<file path="src/design/lst_pkg.sv">
// Shared types, constants and helpers of the LIN schedule table.
// Used by lst_ctrl, lst_dp and the top level lin_schedule_table.
package lst_pkg;

  localparam int SLOT_COUNT = 16;
  localparam int IDX_W      = (SLOT_COUNT > 1) ? $clog2(SLOT_COUNT) : 1;
  localparam logic [3:0] MAX_SIZE = 4'd8;

  typedef enum logic [2:0] {
    MODE_SET_REQ  = 3'd0,
    MODE_SET_RECV = 3'd1,
    MODE_REMOVE   = 3'd2,
    MODE_TICK     = 3'd3,
    MODE_FRAME    = 3'd4,
    MODE_QUERY    = 3'd5
  } mode_e;

  typedef enum logic [2:0] {
    ACT_DONE      = 3'd0,
    ACT_SEND_REQ  = 3'd1,
    ACT_RECV_RESP = 3'd2,
    ACT_NO_SLOTS  = 3'd3,
    ACT_UNREG_ID  = 3'd4
  } action_e;

  typedef enum logic [1:0] {
    ST_IDLE,
    ST_SCAN,
    ST_EXEC
  } state_e;

  typedef struct packed {
    logic [2:0]  mode;
    logic [7:0]  id;
    logic [3:0]  data_size;
    logic [63:0] data_bytes;
    logic        frame_error;
  } in_item_t;

  typedef struct packed {
    logic [2:0]  action;
    logic [7:0]  out_id;
    logic [3:0]  out_size;
    logic [63:0] out_data;
    logic        is_receiver;
    logic        data_valid;
    logic        found;
  } out_item_t;

  // Slot contents apart from the identifier.
  typedef struct packed {
    logic [3:0]  size;
    logic [63:0] data;
    logic        rx;
    logic        valid;
  } slot_pl_t;

  // Commands from the controller to the datapath.
  typedef struct packed {
    logic load;
    logic scan_step;
    logic exec;
  } ctl_cmd_t;

  // Status from the datapath to the controller.
  typedef struct packed {
    logic scan_last;
    logic out_free;
  } dp_status_t;

  function automatic logic [3:0] clamp_size(input logic [3:0] s);
    return (s > MAX_SIZE) ? MAX_SIZE : s;
  endfunction

endpackage

</file>
<file path="src/design/lst_ctrl.sv">
// Sequencer of the LIN schedule table: accept, table scan, execute.
// Depends on lst_pkg; drives the command struct of lst_dp.
module lst_ctrl import lst_pkg::*; (
  input  logic       clk_i,
  input  logic       rst_ni,
  input  logic       in_valid_i,
  output logic       in_stall_o,
  input  dp_status_t status_i,
  output ctl_cmd_t   cmd_o
);

  state_e state_q, state_d;

  always_ff @(posedge clk_i or negedge rst_ni) begin
    if (!rst_ni) begin
      state_q <= ST_IDLE;
    end else begin
      state_q <= state_d;
    end
  end

  always_comb begin
    state_d    = state_q;
    cmd_o      = '0;
    in_stall_o = 1'b1;
    case (state_q)
      ST_IDLE: begin
        in_stall_o = 1'b0;
        if (in_valid_i) begin
          cmd_o.load = 1'b1;
          state_d    = ST_SCAN;
        end
      end
      ST_SCAN: begin
        cmd_o.scan_step = 1'b1;
        if (status_i.scan_last) begin
          state_d = ST_EXEC;
        end
      end
      ST_EXEC: begin
        if (status_i.out_free) begin
          cmd_o.exec = 1'b1;
          state_d    = ST_IDLE;
        end
      end
      default: begin
        state_d = ST_IDLE;
      end
    endcase
  end

  // An item is only taken while nothing else is in flight.
  assert property (@(posedge clk_i) disable iff (!rst_ni)
    cmd_o.load |=> state_q == ST_SCAN && in_stall_o)
    else $error("load did not start a scan");

  // The result is only produced after a completed scan.
  assert property (@(posedge clk_i) disable iff (!rst_ni)
    cmd_o.exec |-> $past(status_i.scan_last) || $past(state_q == ST_EXEC))
    else $error("execute without a completed scan");

  // No command leaves the controller while idle without an item.
  assert property (@(posedge clk_i) disable iff (!rst_ni)
    (state_q == ST_IDLE && !in_valid_i) |-> cmd_o == '0)
    else $error("spurious command while idle");

endmodule

</file>
<file path="src/design/lst_dp.sv">
// Datapath of the LIN schedule table: slot registers, scan logic and
// result register. Depends on lst_pkg; driven by commands from lst_ctrl.
module lst_dp import lst_pkg::*; (
  input  logic       clk_i,
  input  logic       rst_ni,
  input  ctl_cmd_t   cmd_i,
  output dp_status_t status_o,
  input  in_item_t   in_item_i,
  output logic       out_valid_o,
  input  logic       out_stall_i,
  output out_item_t  out_item_o
);

  localparam logic [IDX_W-1:0] LastIdx = IDX_W'(SLOT_COUNT - 1);

  // Slot table: identifiers reset to empty, payload written before use.
  logic [7:0]  tbl_id_q [SLOT_COUNT];
  slot_pl_t    tbl_pl_q [SLOT_COUNT];

  in_item_t         in_q;
  logic [IDX_W-1:0] next_slot_q, next_slot_d;
  logic [IDX_W-1:0] scan_idx_q, count_q;
  logic             hit_q, empty_q, occ_q;
  logic [IDX_W-1:0] hit_idx_q, empty_idx_q, occ_idx_q;
  logic             out_valid_q;
  out_item_t        out_item_q;

  logic [IDX_W-1:0] tgt_idx, rd_addr;
  logic [7:0]       cur_id;
  slot_pl_t         cur_pl;
  logic             wr_en;
  logic [7:0]       wr_id;
  slot_pl_t         wr_pl;
  out_item_t        res;
  logic [3:0]       size_cl;
  logic             id_match;

  assign size_cl  = clamp_size(in_q.data_size);

  // Slot that the execute step works on.
  always_comb begin
    case (in_q.mode)
      MODE_SET_REQ, MODE_SET_RECV: tgt_idx = hit_q ? hit_idx_q : empty_idx_q;
      MODE_TICK:                   tgt_idx = occ_idx_q;
      default:                     tgt_idx = hit_idx_q;
    endcase
  end

  // Single read port: the scan position while scanning, else the target.
  assign rd_addr  = cmd_i.scan_step ? scan_idx_q : tgt_idx;
  assign cur_id   = tbl_id_q[rd_addr];
  assign cur_pl   = tbl_pl_q[rd_addr];
  assign id_match = (cur_id == in_q.id) && (in_q.id != 8'd0);

  assign status_o.scan_last = (count_q == LastIdx);
  assign status_o.out_free  = !out_valid_q || !out_stall_i;

  // Scan registers.
  always_ff @(posedge clk_i or negedge rst_ni) begin
    if (!rst_ni) begin
      hit_q   <= 1'b0;
      empty_q <= 1'b0;
      occ_q   <= 1'b0;
    end else if (cmd_i.load) begin
      hit_q   <= 1'b0;
      empty_q <= 1'b0;
      occ_q   <= 1'b0;
    end else if (cmd_i.scan_step) begin
      if (id_match && !hit_q) begin
        hit_q <= 1'b1;
      end
      if (cur_id == 8'd0 && !empty_q) begin
        empty_q <= 1'b1;
      end
      if (cur_id != 8'd0 && !occ_q) begin
        occ_q <= 1'b1;
      end
    end
  end

  always_ff @(posedge clk_i) begin
    if (cmd_i.load) begin
      in_q       <= in_item_i;
      count_q    <= '0;
      scan_idx_q <= (in_item_i.mode == MODE_TICK) ? next_slot_q : '0;
    end else if (cmd_i.scan_step) begin
      count_q    <= count_q + 1'b1;
      scan_idx_q <= (scan_idx_q == LastIdx) ? '0 : scan_idx_q + 1'b1;
      if (id_match && !hit_q) begin
        hit_idx_q <= scan_idx_q;
      end
      if (cur_id == 8'd0 && !empty_q) begin
        empty_idx_q <= scan_idx_q;
      end
      if (cur_id != 8'd0 && !occ_q) begin
        occ_idx_q <= scan_idx_q;
      end
    end
  end

  // Execute step: table update, schedule pointer and result.
  always_comb begin
    res         = '0;
    wr_en       = 1'b0;
    wr_id       = cur_id;
    wr_pl       = cur_pl;
    next_slot_d = next_slot_q;
    case (in_q.mode)
      MODE_SET_REQ, MODE_SET_RECV: begin
        res.out_id = in_q.id;
        res.found  = hit_q;
        if (in_q.id != 8'd0 && (hit_q || empty_q)) begin
          wr_en       = 1'b1;
          wr_id       = in_q.id;
          wr_pl.size  = size_cl;
          wr_pl.valid = 1'b0;
          if (in_q.mode == MODE_SET_REQ) begin
            wr_pl.data = in_q.data_bytes;
            wr_pl.rx   = 1'b0;
          end else begin
            wr_pl.rx = 1'b1;
            if (!hit_q) begin
              wr_pl.data = '0;
            end
          end
        end
      end
      MODE_REMOVE: begin
        res.out_id = in_q.id;
        res.found  = hit_q;
        if (hit_q) begin
          wr_en = 1'b1;
          wr_id = 8'd0;
          wr_pl = '0;
        end
      end
      MODE_TICK: begin
        if (occ_q) begin
          res.action      = cur_pl.rx ? ACT_RECV_RESP : ACT_SEND_REQ;
          res.out_id      = cur_id;
          res.out_size    = cur_pl.size;
          res.out_data    = cur_pl.data;
          res.is_receiver = cur_pl.rx;
          res.data_valid  = cur_pl.valid;
          res.found       = 1'b1;
          next_slot_d     = (occ_idx_q == LastIdx) ? '0 : occ_idx_q + 1'b1;
        end else begin
          res.action = ACT_NO_SLOTS;
        end
      end
      MODE_FRAME: begin
        if (!in_q.frame_error) begin
          if (hit_q) begin
            wr_en = 1'b1;
            if (cur_pl.rx) begin
              wr_pl.size = size_cl;
              wr_pl.data = in_q.data_bytes;
            end
            wr_pl.valid     = 1'b1;
            res.out_id      = cur_id;
            res.out_size    = wr_pl.size;
            res.out_data    = wr_pl.data;
            res.is_receiver = wr_pl.rx;
            res.data_valid  = 1'b1;
            res.found       = 1'b1;
          end else begin
            res.action = ACT_UNREG_ID;
            res.out_id = in_q.id;
          end
        end
      end
      MODE_QUERY: begin
        res.out_id = in_q.id;
        if (hit_q) begin
          res.out_size    = cur_pl.size;
          res.out_data    = cur_pl.data;
          res.is_receiver = cur_pl.rx;
          res.data_valid  = cur_pl.valid;
          res.found       = 1'b1;
        end
      end
      default: begin
      end
    endcase
  end

  // Table write port.
  always_ff @(posedge clk_i or negedge rst_ni) begin
    if (!rst_ni) begin
      for (int i = 0; i < SLOT_COUNT; i++) begin
        tbl_id_q[i] <= 8'd0;
      end
      next_slot_q <= '0;
    end else if (cmd_i.exec) begin
      if (wr_en) begin
        tbl_id_q[tgt_idx] <= wr_id;
      end
      next_slot_q <= next_slot_d;
    end
  end

  always_ff @(posedge clk_i) begin
    if (cmd_i.exec && wr_en) begin
      tbl_pl_q[tgt_idx] <= wr_pl;
    end
  end

  // Result register.
  always_ff @(posedge clk_i or negedge rst_ni) begin
    if (!rst_ni) begin
      out_valid_q <= 1'b0;
    end else if (cmd_i.exec) begin
      out_valid_q <= 1'b1;
    end else if (!out_stall_i) begin
      out_valid_q <= 1'b0;
    end
  end

  always_ff @(posedge clk_i) begin
    if (cmd_i.exec) begin
      out_item_q <= res;
    end
  end

  assign out_valid_o = out_valid_q;
  assign out_item_o  = out_item_q;

  // A new result never overwrites one that is still waiting.
  assert property (@(posedge clk_i) disable iff (!rst_ni)
    cmd_i.exec |-> (!out_valid_q || !out_stall_i))
    else $error("result register overwritten");

  // The recorded match really holds the requested identifier.
  assert property (@(posedge clk_i) disable iff (!rst_ni)
    (cmd_i.exec && hit_q) |-> (tbl_id_q[hit_idx_q] == in_q.id && in_q.id != 8'd0))
    else $error("stale match index");

  // A reported slot always has an identifier.
  assert property (@(posedge clk_i) disable iff (!rst_ni)
    (cmd_i.exec && res.found) |-> res.out_id != 8'd0)
    else $error("found result names an empty slot");

endmodule

</file>
<file path="src/design/lin_schedule_table.sv">
// Top level of the LIN master schedule table.
// Depends on lst_pkg and instantiates lst_ctrl and lst_dp.
//
// This block keeps a table of SLOT_COUNT LIN frame slots and answers one
// command per input transfer with exactly one result transfer. Commands set
// a master-request or slave-response slot, remove a slot, ask for the next
// frame to schedule (round-robin over occupied slots, empty ones skipped),
// report a finished frame, or query a slot. Each item goes through an accept
// step, a scan of the table slot by slot through its single read port, and
// an execute step that updates the table and loads the result register; the
// execute step waits while an earlier result is still stalled in the output
// register. Items are handled one at a time; the next item is taken as soon
// as the result of the previous one sits in the output register, even while
// the consumer still stalls it. After reset every slot is empty and the
// round-robin pointer starts at slot zero; there is no clearing pass, so the
// block accepts an item as soon as reset is released.
module lin_schedule_table import lst_pkg::*; (
  input  logic      clk_i,
  input  logic      rst_ni,
  input  logic      in_valid_i,
  output logic      in_stall_o,
  input  in_item_t  in_item_i,
  output logic      out_valid_o,
  input  logic      out_stall_i,
  output out_item_t out_item_o
);

  ctl_cmd_t   cmd;
  dp_status_t status;

  // The controller sequences accept, scan and execute.
  lst_ctrl u_ctrl (
    .clk_i      (clk_i),
    .rst_ni     (rst_ni),
    .in_valid_i (in_valid_i),
    .in_stall_o (in_stall_o),
    .status_i   (status),
    .cmd_o      (cmd)
  );

  // The datapath holds the table, the scan results and the result register.
  lst_dp u_dp (
    .clk_i       (clk_i),
    .rst_ni      (rst_ni),
    .cmd_i       (cmd),
    .status_o    (status),
    .in_item_i   (in_item_i),
    .out_valid_o (out_valid_o),
    .out_stall_i (out_stall_i),
    .out_item_o  (out_item_o)
  );

endmodule

</file>
<file path="config.mk">
export PLATFORM = sky130hd
export DESIGN_NAME = lin_schedule_table
export DESIGN_NICKNAME = d
export VERILOG_FILES = /design/src/design/lst_pkg.sv /design/src/design/lst_ctrl.sv /design/src/design/lst_dp.sv /design/src/design/lin_schedule_table.sv
export SDC_FILE = /design/constraint.sdc
export NUM_CORES = 2
export LEC_CHECK = 0
export ABC_CLOCK_PERIOD_IN_PS = 21000
export BUFFER_PORTS_ARGS = -buffer_cell sky130_fd_sc_hd__buf_2
export CAP_MARGIN = 10
export CORE_MARGIN = 8
export CORE_UTILIZATION = 50
export CTS_CLUSTER_DIAMETER = 150
export DETAILED_ROUTE_END_ITERATION = 7
export GPL_TIMING_DRIVEN = 1
export PLACE_DENSITY = 0.66
export SYNTH_ARGS = -nofsm -noshare
export SYNTH_HDL_FRONTEND = slang
export SYNTH_SLANG_ARGS = --single-unit
</file>
<file path="constraint.sdc">
create_clock -name clk_i -period 21 [get_ports clk_i]
set_clock_uncertainty 0.1 [all_clocks]
set_input_delay 2.1 -clock clk_i [delete_from_list [all_inputs] [get_ports clk_i]]
set_output_delay 2.1 -clock clk_i [all_outputs]
set_load 0.02 [all_outputs]
</file>
==> summary.txt <==
Clock tree
  – Post_cts resized: 0
  – CTS tree: built
  – CTS Buf Count: 150
  – Max clock buf depth: 3
  – H-tree Lvls: 4
  – CTS Sinks: 1440
  – CTS Hold Buffers Added: 0
  – Clock Latency Late Sink: 0.79 ns
  – Worst-path clk slew: 0.06 ns
  – CTS root buffer: clkbuf_16
  – Post-CTS Setup Bufs: 0

STA
  – Final worst setup slack: 14.49 ns
  – Pins Over Slew Limit: 0
  – Worst-Margin Slew: 1.28 ns
  – Unrepaired setup endpoints after global routing: no
  – Crit share post-route: 31.0%
  – Final setup viols: 0
  – Slew margin rel.: 14.3%
  – Fin crit period: 6.51 ns
  – TNS Setup: 0 ns
  – Number of hold violations in the final report: 0
  – F_max: 0.154 GHz

Synth
  – Synth top area cells: edfxtp_1, nand2_1, dfrtp_1
  – Syn_nets: 4845
  – Synth top area share: 65.1%
  – Asr flop ratio synth: 9.58%
  – Cell variety after synth: 89
  – Post-synth EDFFs: 1298
  – Synth warnings: 0
  – Post-Synthesis Cells: 4758
  – Post-synthesis sequential area ratio: 71.0%
  – Most used DFF post-synth: edfxtp_1
  – Average size of a mapped cell: 12.6 um2
  – Synth Cell Area: 0.0599 mm2
  – Post-synthesis register bit count: 1440
  – Synth area leader: edfxtp_1

Global route
  – Initial antenna violation count: 2
  – Largest net degree at the start of global routing: 218
  – Vias in the first global route: 38.4k
  – First-pass GRT wire length: 246 mm
  – GRT overflow: 0
  – Total GRT Usage: 24.8%

Job
  – Max Cap Violations: 0

Floorplan
  – Die width: 362 um
  – Core Region: 0.119 mm2
  – Die height: 362 um
  – Initial Util: 50.2%
  – Io pins: 168
  – Num rows: 127
  – DIE AREA: 0.131 mm2

Cells and area
  – Most frequent cells in the layout: edfxtp_1, nand2_1, nand3_1
  – Layout cells sized above 1: 10.5%
  – Layout Nets: 4873
  – Ant diodes: 0
  – Final cell count without fillers: 6514
  – Most common cell after layout, fill and taps aside: edfxtp_1
  – Layout overhead on the synthesized area: 10.8%

Pwr
  – Combinational Power Share: 39.5%
  – Power per cell area: 165 mW/mm2
  – Clock power frac: 23.1%
  – Psw: 0.00435 W
  – Sw Share: 39.7%
  – Internal power: 0.00661 W
  – IR drop worst, VDD: 0.185 mV
  – Leakage: 23.6 nW
  – Reg power frac: 37.4%

Detailed routing
  – Vias/cell: 6.12
  – Routed via count: 39.9k
  – Antenna viol nets, final: 0
  – Routed len/inst: 25.6 um
  – DRC: 0
  – Final WL: 167 mm
  – Pre-Repair DR Iteration Count: 6
  – First DRT Iteration DRCs: 4793

Placement
  – Hpwl dp: 82.0 mm
  – Routability cong.: 0.819
  – Place WS: 14.38 ns
  – Placed insts: 6246
  – Port Buffers: 167

Setup path
  – CP Launch Type: register
  – Largest stage delay, worst path: 1.01 ns
  – Crit path kind: reg -> reg
  – Slowest library cell on the worst path: edfxtp_1
  – Crit Path Max Fanout: 217
  – Setup crit end kind: register
  – Worst EP required: 21.31 ns
  – CP Data Arrival Time: 6.82 ns
  – Cell breakdown of the critical path: and4b_1 -> nor3_4 -> buf_4 -> a21o_4 -> buf_12 -> buf_4 -> a211oi_1 -> a311oi_1 -> a311oi_1 -> a21oi_1 -> inv_1 -> o22ai_1

Status
  – Status: complete, no violations

Min path
  – Min-delay worst type: reg -> reg
cell usage after synthesis, types with 5 or more instances:
cell type	instances
edfxtp_1	1298
nand2_1	1128
nand3_1	563
a21oi_1	176
buf_2	165
nor2_1	161
a211oi_1	159
clkbuf_1	149
a311oi_1	144
dfrtp_1	138
mux2i_1	86
o21ai_0	85
inv_1	82
a22o_1	71
a31oi_1	71
and2_1	23
buf_4	23
buf_1	16
a221oi_1	12
nor3_1	11
a22oi_1	10
buf_6	10
nand2b_1	9
o22ai_1	9
nor4_1	8
nand4_1	7
a21o_1	6
and3_1	6
a2111oi_0	5
nor4_2	5
o21a_1	5
o31ai_1	5
xnor2_1	5
layer usage:
| metal | vias to the layer above | global-route usage (%) | wire length [um] |
|---|---|---|---|
| met5 | - | 0 | 0 |
| met4 | 0 | 8.85 | 5290 |
| met3 | 316 | 3.95 | 14700 |
| met2 | 2006 | 39.1 | 77900 |
| met1 | 19850 | 35.0 | 68900 |
| li1 | 17713 | - | - |
through the flow:
stage	area (um2)	power, W	util (%)	hold WS [ns]
global placement	61800	0.00834	51.7	0.361
floorplan	59900	0.00720	-	0.350
CTS	66400	0.0109	55.6	0.384
global route	66400	0.0114	55.6	0.401
finish	66400	0.0110	55.6	0.384
detailed placement	61800	0.00841	51.7	0.373
registers in the layout, indices dropped and copies added, names as in the netlist:
name,count
u_dp.tbl_pl_q,1120
u_dp.tbl_id_q,128
u_dp.out_item_o,82
u_dp.in_q,80
u_dp.count_q,4
u_dp.empty_idx_q,4
u_dp.hit_idx_q,4
u_dp.next_slot_q,4
u_dp.occ_idx_q,4
u_dp.scan_idx_q,4
u_ctrl.state_q,2
u_dp.empty_q,1
u_dp.hit_q,1
u_dp.occ_q,1
u_dp.out_valid_o,1
logic make-up after synthesis:
logic type,Yosys count,synth area share (%)
compound gates,817,9.81
xor+xnor,8,0.117
fa+ha+maj,3,0.0627
buf+inv,445,3.40
flops,1440,71.0
mux,93,1.63
simple gates,1952,14.0
power by group through the flow:
stage	clock [W]	combinational (W)	sequential [W]
after CTS	0.00256	0.00427	0.00410
after detailed placement	0	0.00425	0.00416
after floorplan	0	0.00309	0.00411
after global placement	0	0.00419	0.00416
final	0.00253	0.00432	0.00410
after global routing	0.00266	0.00468	0.00411
critical path: cells and delay by family (launching register included):
| kind | cells | cell delay [ns] |
|---|---|---|
| compound gates | 6 | 2.17 |
| simple gates | 2 | 0.44 |
| buf+inv | 4 | 2.30 |
| flops | 1 | 1.01 |
final cells by class:
cell class                      instances  area (um2)
Sequential cell                      1440       42500
Clock inverter                         74         557
Timing Repair Buffer                  239        1410
Fill cell                            9702       52900
Clock buffer                          194        4080
Tap cell                             1612        2020
Inverter                               82         310
Multi-Input combinational cell       2873       15500
worst paths after layout:
| check | endpoint | slack [ns] | start | cells after the start |
|---|---|---|---|---|
| worst max-delay path | u_dp.tbl_pl_q[7][67] | 14.49 | u_dp.in_q[79] | 12 |
| worst max register to register | u_dp.tbl_pl_q[7][67] | 14.49 | u_dp.in_q[79] | 12 |
| worst min register to register | u_dp.count_q[1] | 0.38 | u_dp.count_q[1] | 2 |
| min in group asynchronous | u_dp.out_valid_o | 1.26 | rst_ni | 1 |
| max in group asynchronous | u_dp.tbl_id_q[6] | 18.21 | rst_ni | 2 |
| worst min-delay path | u_dp.count_q[1] | 0.38 | u_dp.count_q[1] | 2 |
No activity file was read; power rests on OpenSTA's default activity.
